$ cat src/hw/rtl/ffpra_ram.sv
module ffpra_ram #(
    parameter int WIDTH = 8,
    parameter int DEPTH = 16
) (
    input  logic                     aclk,
    input  logic                     we,
    input  logic [$clog2(DEPTH)-1:0] waddr,
    input  logic [WIDTH-1:0]         wdata,
    input  logic [$clog2(DEPTH)-1:0] raddr,
    output logic [WIDTH-1:0]         rdata
);
    logic [WIDTH-1:0] mem [DEPTH];

    always_ff @(posedge aclk) begin
        if (we) begin
            mem[waddr] <= wdata;
        end
        rdata <= mem[raddr];
    end
endmodule

$ cat config.mk
export PLATFORM = sky130hd
export DESIGN_NAME = ffpra_ram
export DESIGN_NICKNAME = d
export VERILOG_FILES = /design/src/hw/rtl/ffpra_ram.sv
export SDC_FILE = /design/constraint.sdc
export NUM_CORES = 1
export LEC_CHECK = 0
export ABC_AREA = 1
export BUFFER_PORTS_ARGS = -buffer_cell sky130_fd_sc_hd__buf_2
export CORE_ASPECT_RATIO = 1.5
export CORE_MARGIN = 10
export CORE_UTILIZATION = 61
export CTS_CLUSTER_DIAMETER = 80
export DETAILED_ROUTE_END_ITERATION = 16
export PLACE_DENSITY = 0.79
export SYNTH_ARGS = -nofsm -noshare
export SYNTH_HDL_FRONTEND = slang
export SYNTH_SLANG_ARGS = --single-unit
$ cat constraint.sdc
create_clock -name aclk -period 1.88 [get_ports aclk]
set_clock_uncertainty 0.15 [all_clocks]
set_input_delay 0.376 -clock aclk [delete_from_list [all_inputs] [get_ports aclk]]
set_output_delay 0.376 -clock aclk [all_outputs]
set_load 0.1 [all_outputs]
==> qor.csv, run 1 <==
stage,metric,value,unit
logic_synthesis,synthMuxAreaShare,0,%
setup_path,crit_path_max_fanout,1,
clock_network,post_cts_buffers,0,
floorplanning,io_pins,26,
logic_synthesis,synth-compound-area-share,0,%
job,max-cap-violations,0,
finish,multi_input_area,0.00121,sq mm
sta,timing.fmax,581,MHz
global_route,grt_overflow_total,0,
placed_design,hpwlAfterDp,8340,um
setup_path,path_depth,1,
placed_design,portBuffers,25,
global_route,grt_first_pass_wirelength,20600,um
finish,diodes,0,
detailed_routing,wirelength,13100,um
sta,min_period,1.72,ns
logic_synthesis,syn_nets,569,
logic_synthesis,synthArstFlopShare,0,%
sta,slew_viol_final,0,
detailed_routing,viasPerCell,5.60,
finish,fill_cells,620,
pwr,p_per_area,1090,mW/mm^2
finish,syn_to_final_growth,16.0,%
status,run_status,"complete, no violations",
pwr,ir_drop,0.00124,V
detailed_routing,drc,0,
floorplanning,core_area,0.00925,sq mm
global_route,grt_usage,19.3,%
logic_synthesis,synth_xor_xnor_area_share,0,%
finish,final_net_count,613,
setup_path,max_stage_delay,0.44,ns
global_route,grt_pass1_vias,3919,
detailed_routing,vias,4031,
logic_synthesis,avgSynthCellArea,10.5,sq um
sta,final_hold_viol_count,0,
floorplanning,die_h,139,um
setup_path,worstSetupPathType,register to output pin,
logic_synthesis,netlist.area_leader.share,66.7,%
logic_synthesis,syn_inst,551,
clock_network,insertion_delay,0.41,ns
detailed_routing,ant_nets,0,
setup_path,arrival,1.20,ns
worst_hold_path,hold_depth,3,
pwr,leakagePower,2.95,nW
setup_path,crit_chain,buf_2,
setup_path,cp-start-kind,register,
finish,regArea,0.00400,sq mm
detailed_routing,firstDrtPassIters,9,
clock_network,post_cts_resized,0,
clock_network,clock-sinks,136,
clock_network,cts_hold_buf,0,
sta,slew_headroom,65.7,%
logic_synthesis,synth_cell_type_count,12,
clock_network,clkTransAtPathRegs,0.05,ns
sta,rsz0062_at_grt,false,
global_route,grt_max_degree,39,
setup_path,required,1.35,ns
floorplanning,fp.dieArea,0.0138,sq mm
logic_synthesis,ys_ff_latch,136,
logic_synthesis,synth_most_common_cell,nand2_1,
logic_synthesis,ys_top_cells_by_area,"edfxtp_1 67%, nand2_1 11%, nand3_1 8.4%, inv_1 6.5%, dfxtp_1 2.8%",
finish,drive_above_1_share,12.5,%
detailed_routing,initialDrtViolationCount,491,
setup_path,crit_slowest_cell,buf_2,
logic_synthesis,yosysWarnings,0,
logic_synthesis,yosys.area_share.simple,21.0,%
logic_synthesis,ys.flop_type,edfxtp_1,
worst_hold_path,hold_class,input pin to register,
floorplanning,rows,43,
floorplanning,die_w,99.4,um
logic_synthesis,synth_top_cell_by_area,edfxtp_1,
logic_synthesis,synth_area,0.00577,sq mm
setup_path,endpoint_kind,output pin,
global_route,antenna_found_initial,0,
sta,worst_pin_slew,0.519,ns
clock_network,clockBufferDepth,2,
clock_network,root_buffer,clkbuf_16,
sta,setup_tns,0,ns
logic_synthesis,seq_area_frac_synth,69.4,%
sta,period_share,91.6,%
placed_design,place_congestion,0.897,
finish,final_cells,720,
setup_path,reg2reg_depth,6,
logic_synthesis,synth-edff-count,128,
setup_path,path_buf_inv,1,
sta,setup_viol,0,
logic_synthesis,synth_top_family_by_area,simple AND/OR/NAND/NOR gates,
setup_path,cp_top_family,buffers and inverters,
logic_synthesis,synthAdderAreaFrac,0,%
logic_synthesis,synth_common_cells,"173 x nand2_1, 128 x edfxtp_1, 100 x inv_1",
clock_network,h-tree-depth,4,
placed_design,dp_cells,688,
clock_network,cts_tree,done,
floorplanning,initial_utilization,62.3,%
detailed_routing,wire_per_inst,18.1,um
clock_network,numCtsBuffers,17,
final cells by class:
type	count	share of cell area [%]
clock buffers	21	6.58
clock inverters	11	2.30
inverters	102	5.72
multi-input cells	289	18.1
flip-flops and latches	136	59.8
well taps	112	2.09
repair buffers	49	5.31
stage by stage:
step | setup WS (ns) | hold slack (ns) | util (%) | cell area [sq um] | power (W)
detailed placement | 0.269 | 0.498 | 65.9 | 6100 | 0.00403
CTS | 0.131 | 0.158 | 72.3 | 6690 | 0.00734
global route | 0.140 | 0.187 | 72.3 | 6690 | 0.00751
floorplan | 0.403 | 0.325 | - | 5770 | 0.00385
finish | 0.158 | 0.170 | 72.3 | 6690 | 0.00731
global placement | 0.301 | 0.495 | 65.9 | 6100 | 0.00402
layer usage:
layer  share of wire [%]  wire, um  track usage [%]  vias to the layer above
met3                 7.8      1020             4.89                       26
met5                   0         0                0                        -
li1                    -         -                -                     1863
met2                  52      6820             33.6                      228
met1                  38      4930             22.0                     1914
met4                 2.1       279             6.74                        0
flip-flops by register name, indices dropped and copies added (netlist names):
name,cells
mem,128
rdata,8
kinds of logic after synthesis:
group,after synthesis
buffers and inverters,126
flip-flops,136
AND/OR/NAND/NOR,289
report_power, final:
part | switching (W) | leakage (nW) | internal, W
Sequential | 0.0000205 | 1.22 | 0.00339
Clock | 0.00114 | 0.287 | 0.00219
Combinational | 0.000436 | 1.43 | 0.000133
Total | 0.00160 | 2.95 | 0.00572
worst paths after layout:
path                                start  endpoint  slack, ns
worst max-delay path             rdata[0]  rdata[0]       0.16
worst min-delay path             raddr[3]  rdata[7]       0.17
worst max register to register  mem[9][1]  rdata[1]       0.69
worst min register to register  mem[2][6]  rdata[6]       0.51
cells in the final DEF, fill, tap and decap left out:
cell type / count
buf_12: 4
buf_2: 25
buf_4: 20
bufinv_16: 4
clkbuf_1: 4
clkbuf_16: 17
clkinv_1: 3
clkinv_2: 3
clkinvlp_4: 1
dfxtp_1: 8
edfxtp_1: 128
inv_1: 100
inv_2: 2
nand2_1: 173
nand3_1: 97
nand3b_1: 2
nor2_1: 17
Note: power is estimated with default switching activity, not from simulation.
==> run 2, diff against run 1 <==
--- a/config.mk
+++ b/config.mk
@@ -8,11 +8,12 @@
 export ABC_AREA = 1
 export BUFFER_PORTS_ARGS = -buffer_cell sky130_fd_sc_hd__buf_2
 export CORE_ASPECT_RATIO = 1.5
-export CORE_MARGIN = 10
+export CORE_MARGIN = 2
 export CORE_UTILIZATION = 61
 export CTS_CLUSTER_DIAMETER = 80
 export DETAILED_ROUTE_END_ITERATION = 16
 export PLACE_DENSITY = 0.79
+export RECOVER_POWER = 50
 export SYNTH_ARGS = -nofsm -noshare
 export SYNTH_HDL_FRONTEND = slang
 export SYNTH_SLANG_ARGS = --single-unit
==> run 2 against run 1 <==
Compared with the run above: worst hold slack improved by 0.023 ns; die area decreased by 26%; clock power decreased by 11%; wire length decreased by 0.93%; critical path depth unchanged.
==> qor.csv, run 2 (synthesized netlist as in run 1, its figures left out) <==
stage,metric,value,unit
status,run_status,"complete, no violations",
finish,final_cells,718,
sta,setup_viol,0,
setup_path,required,1.35,ns
global_route,grt_first_pass_wirelength,19900,um
clock_network,clockBufferDepth,2,
pwr,p_per_area,1050,mW/mm^2
worst_hold_path,hold_class,input pin to register,
detailed_routing,ant_nets,0,
clock_network,h-tree-depth,4,
clock_network,numCtsBuffers,17,
floorplanning,rows,43,
sta,min_period,1.76,ns
finish,diodes,0,
sta,worst_pin_slew,0.888,ns
clock_network,post_cts_buffers,0,
setup_path,cp_top_family,buffers and inverters,
pwr,leakagePower,2.86,nW
finish,layout_common_cells,"173 x nand2_1, 128 x edfxtp_1, 100 x inv_1, 97 x nand3_1, 18 x buf_4",
finish,largest_reg_flops,128,
floorplanning,fp.dieArea,0.0103,sq mm
detailed_routing,wirelength,12900,um
clock_network,cts_tree,done,
global_route,grt_usage,26.7,%
finish,top_regs,"mem x128, rdata x8",
detailed_routing,vias,3988,
detailed_routing,viasPerCell,5.55,
sta,final_hold_viol_count,0,
floorplanning,io_pins,26,
finish,syn_to_final_growth,14.3,%
floorplanning,core_area,0.00920,sq mm
clock_network,insertion_delay,0.42,ns
sta,slew_viol_final,0,
global_route,grt_pass1_vias,3987,
sta,timing.fmax,569,MHz
sta,rsz0062_at_grt,false,
clock_network,clock-sinks,136,
job,max-cap-violations,0,
sta,period_share,93.5,%
detailed_routing,firstDrtPassIters,6,
setup_path,crit_path_max_fanout,1,
setup_path,worstSetupPathType,register to output pin,
setup_path,endpoint_kind,output pin,
detailed_routing,drc,0,
placed_design,place_congestion,0.876,
clock_network,cts_hold_buf,0,
sta,setup_tns,0,ns
sta,slew_headroom,40.8,%
floorplanning,die_h,123,um
setup_path,path_buf_inv,1,
finish,final_common_cell,nand2_1,
placed_design,dp_cells,686,
setup_path,crit_slowest_cell,buf_2,
finish,drive_above_1_share,11.1,%
detailed_routing,initialDrtViolationCount,372,
placed_design,hpwlAfterDp,7780,um
finish,final_net_count,611,
setup_path,arrival,1.23,ns
clock_network,clkTransAtPathRegs,0.05,ns
setup_path,max_stage_delay,0.45,ns
setup_path,crit_chain,buf_2,
clock_network,root_buffer,clkbuf_16,
finish,largest_register,mem,
floorplanning,die_w,83.4,um
detailed_routing,wire_per_inst,18.0,um
global_route,grt_overflow_total,0,
global_route,antenna_found_initial,0,
clock_network,post_cts_resized,0,
global_route,grt_max_degree,65,
setup_path,cp-start-kind,register,
placed_design,portBuffers,25,
floorplanning,initial_utilization,62.7,%
pwr,ir_drop,0.000880,V
sta,holdWs,0.193,ns
[run 2: worst reg2reg max path: stages (launching register included)]
cell,delay [ns]
edfxtp_1,0.37
inv_1,0.08
nand2_1,0.06
nand3_1,0.12
nand3_1,0.17
nand3_1,0.17
nand2_1,0.09
[run 2: final timing paths]
check,start,end,slack (ns),cells after the start
max,rdata[3],rdata[3],0.12,1
min,raddr[3],rdata[6],0.19,3
max reg2reg,mem[7][0],rdata[0],0.56,6
min reg2reg,mem[2][3],rdata[3],0.51,6
[run 2: per-layer routing]
layer / up-vias / GRT usage, % / routed length (um)
li1: 1858 / - / -
met1: 1885 / 30.4 / 4620
met2: 193 / 45.8 / 6700
met3: 52 / 5.01 / 878
met4: 0 / 18.6 / 729
met5: - / 0 / 0
[run 2: where the power goes]
group | internal (W) | leakage [nW] | switching [W]
clock | 0.00179 | 0.246 | 0.00117
sequential | 0.00339 | 1.22 | 0.0000217
combinational | 0.000125 | 1.39 | 0.000435
total | 0.00531 | 2.86 | 0.00162
[run 2: area by class of cell]
class,count,area [sq um]
clock buffers,18,429
inverters,102,383
fillers,633,2610
multi-input cells,289,1210
clock inverters,14,110
repair buffers,47,313
flip-flops and latches,136,4000
well taps,112,140
[run 2: per-stage QoR]
stage | util [%] | cell area [sq um] | worst slack, ns | power, W
final | 71.7 | 6590 | 0.123 | 0.00693
after global placement | 66.0 | 6070 | 0.258 | 0.00401
after detailed placement | 66.0 | 6070 | 0.208 | 0.00403
after CTS | 71.8 | 6610 | 0.133 | 0.00696
after global routing | 71.7 | 6590 | 0.124 | 0.00713
after floorplan | - | 5770 | 0.403 | 0.00385
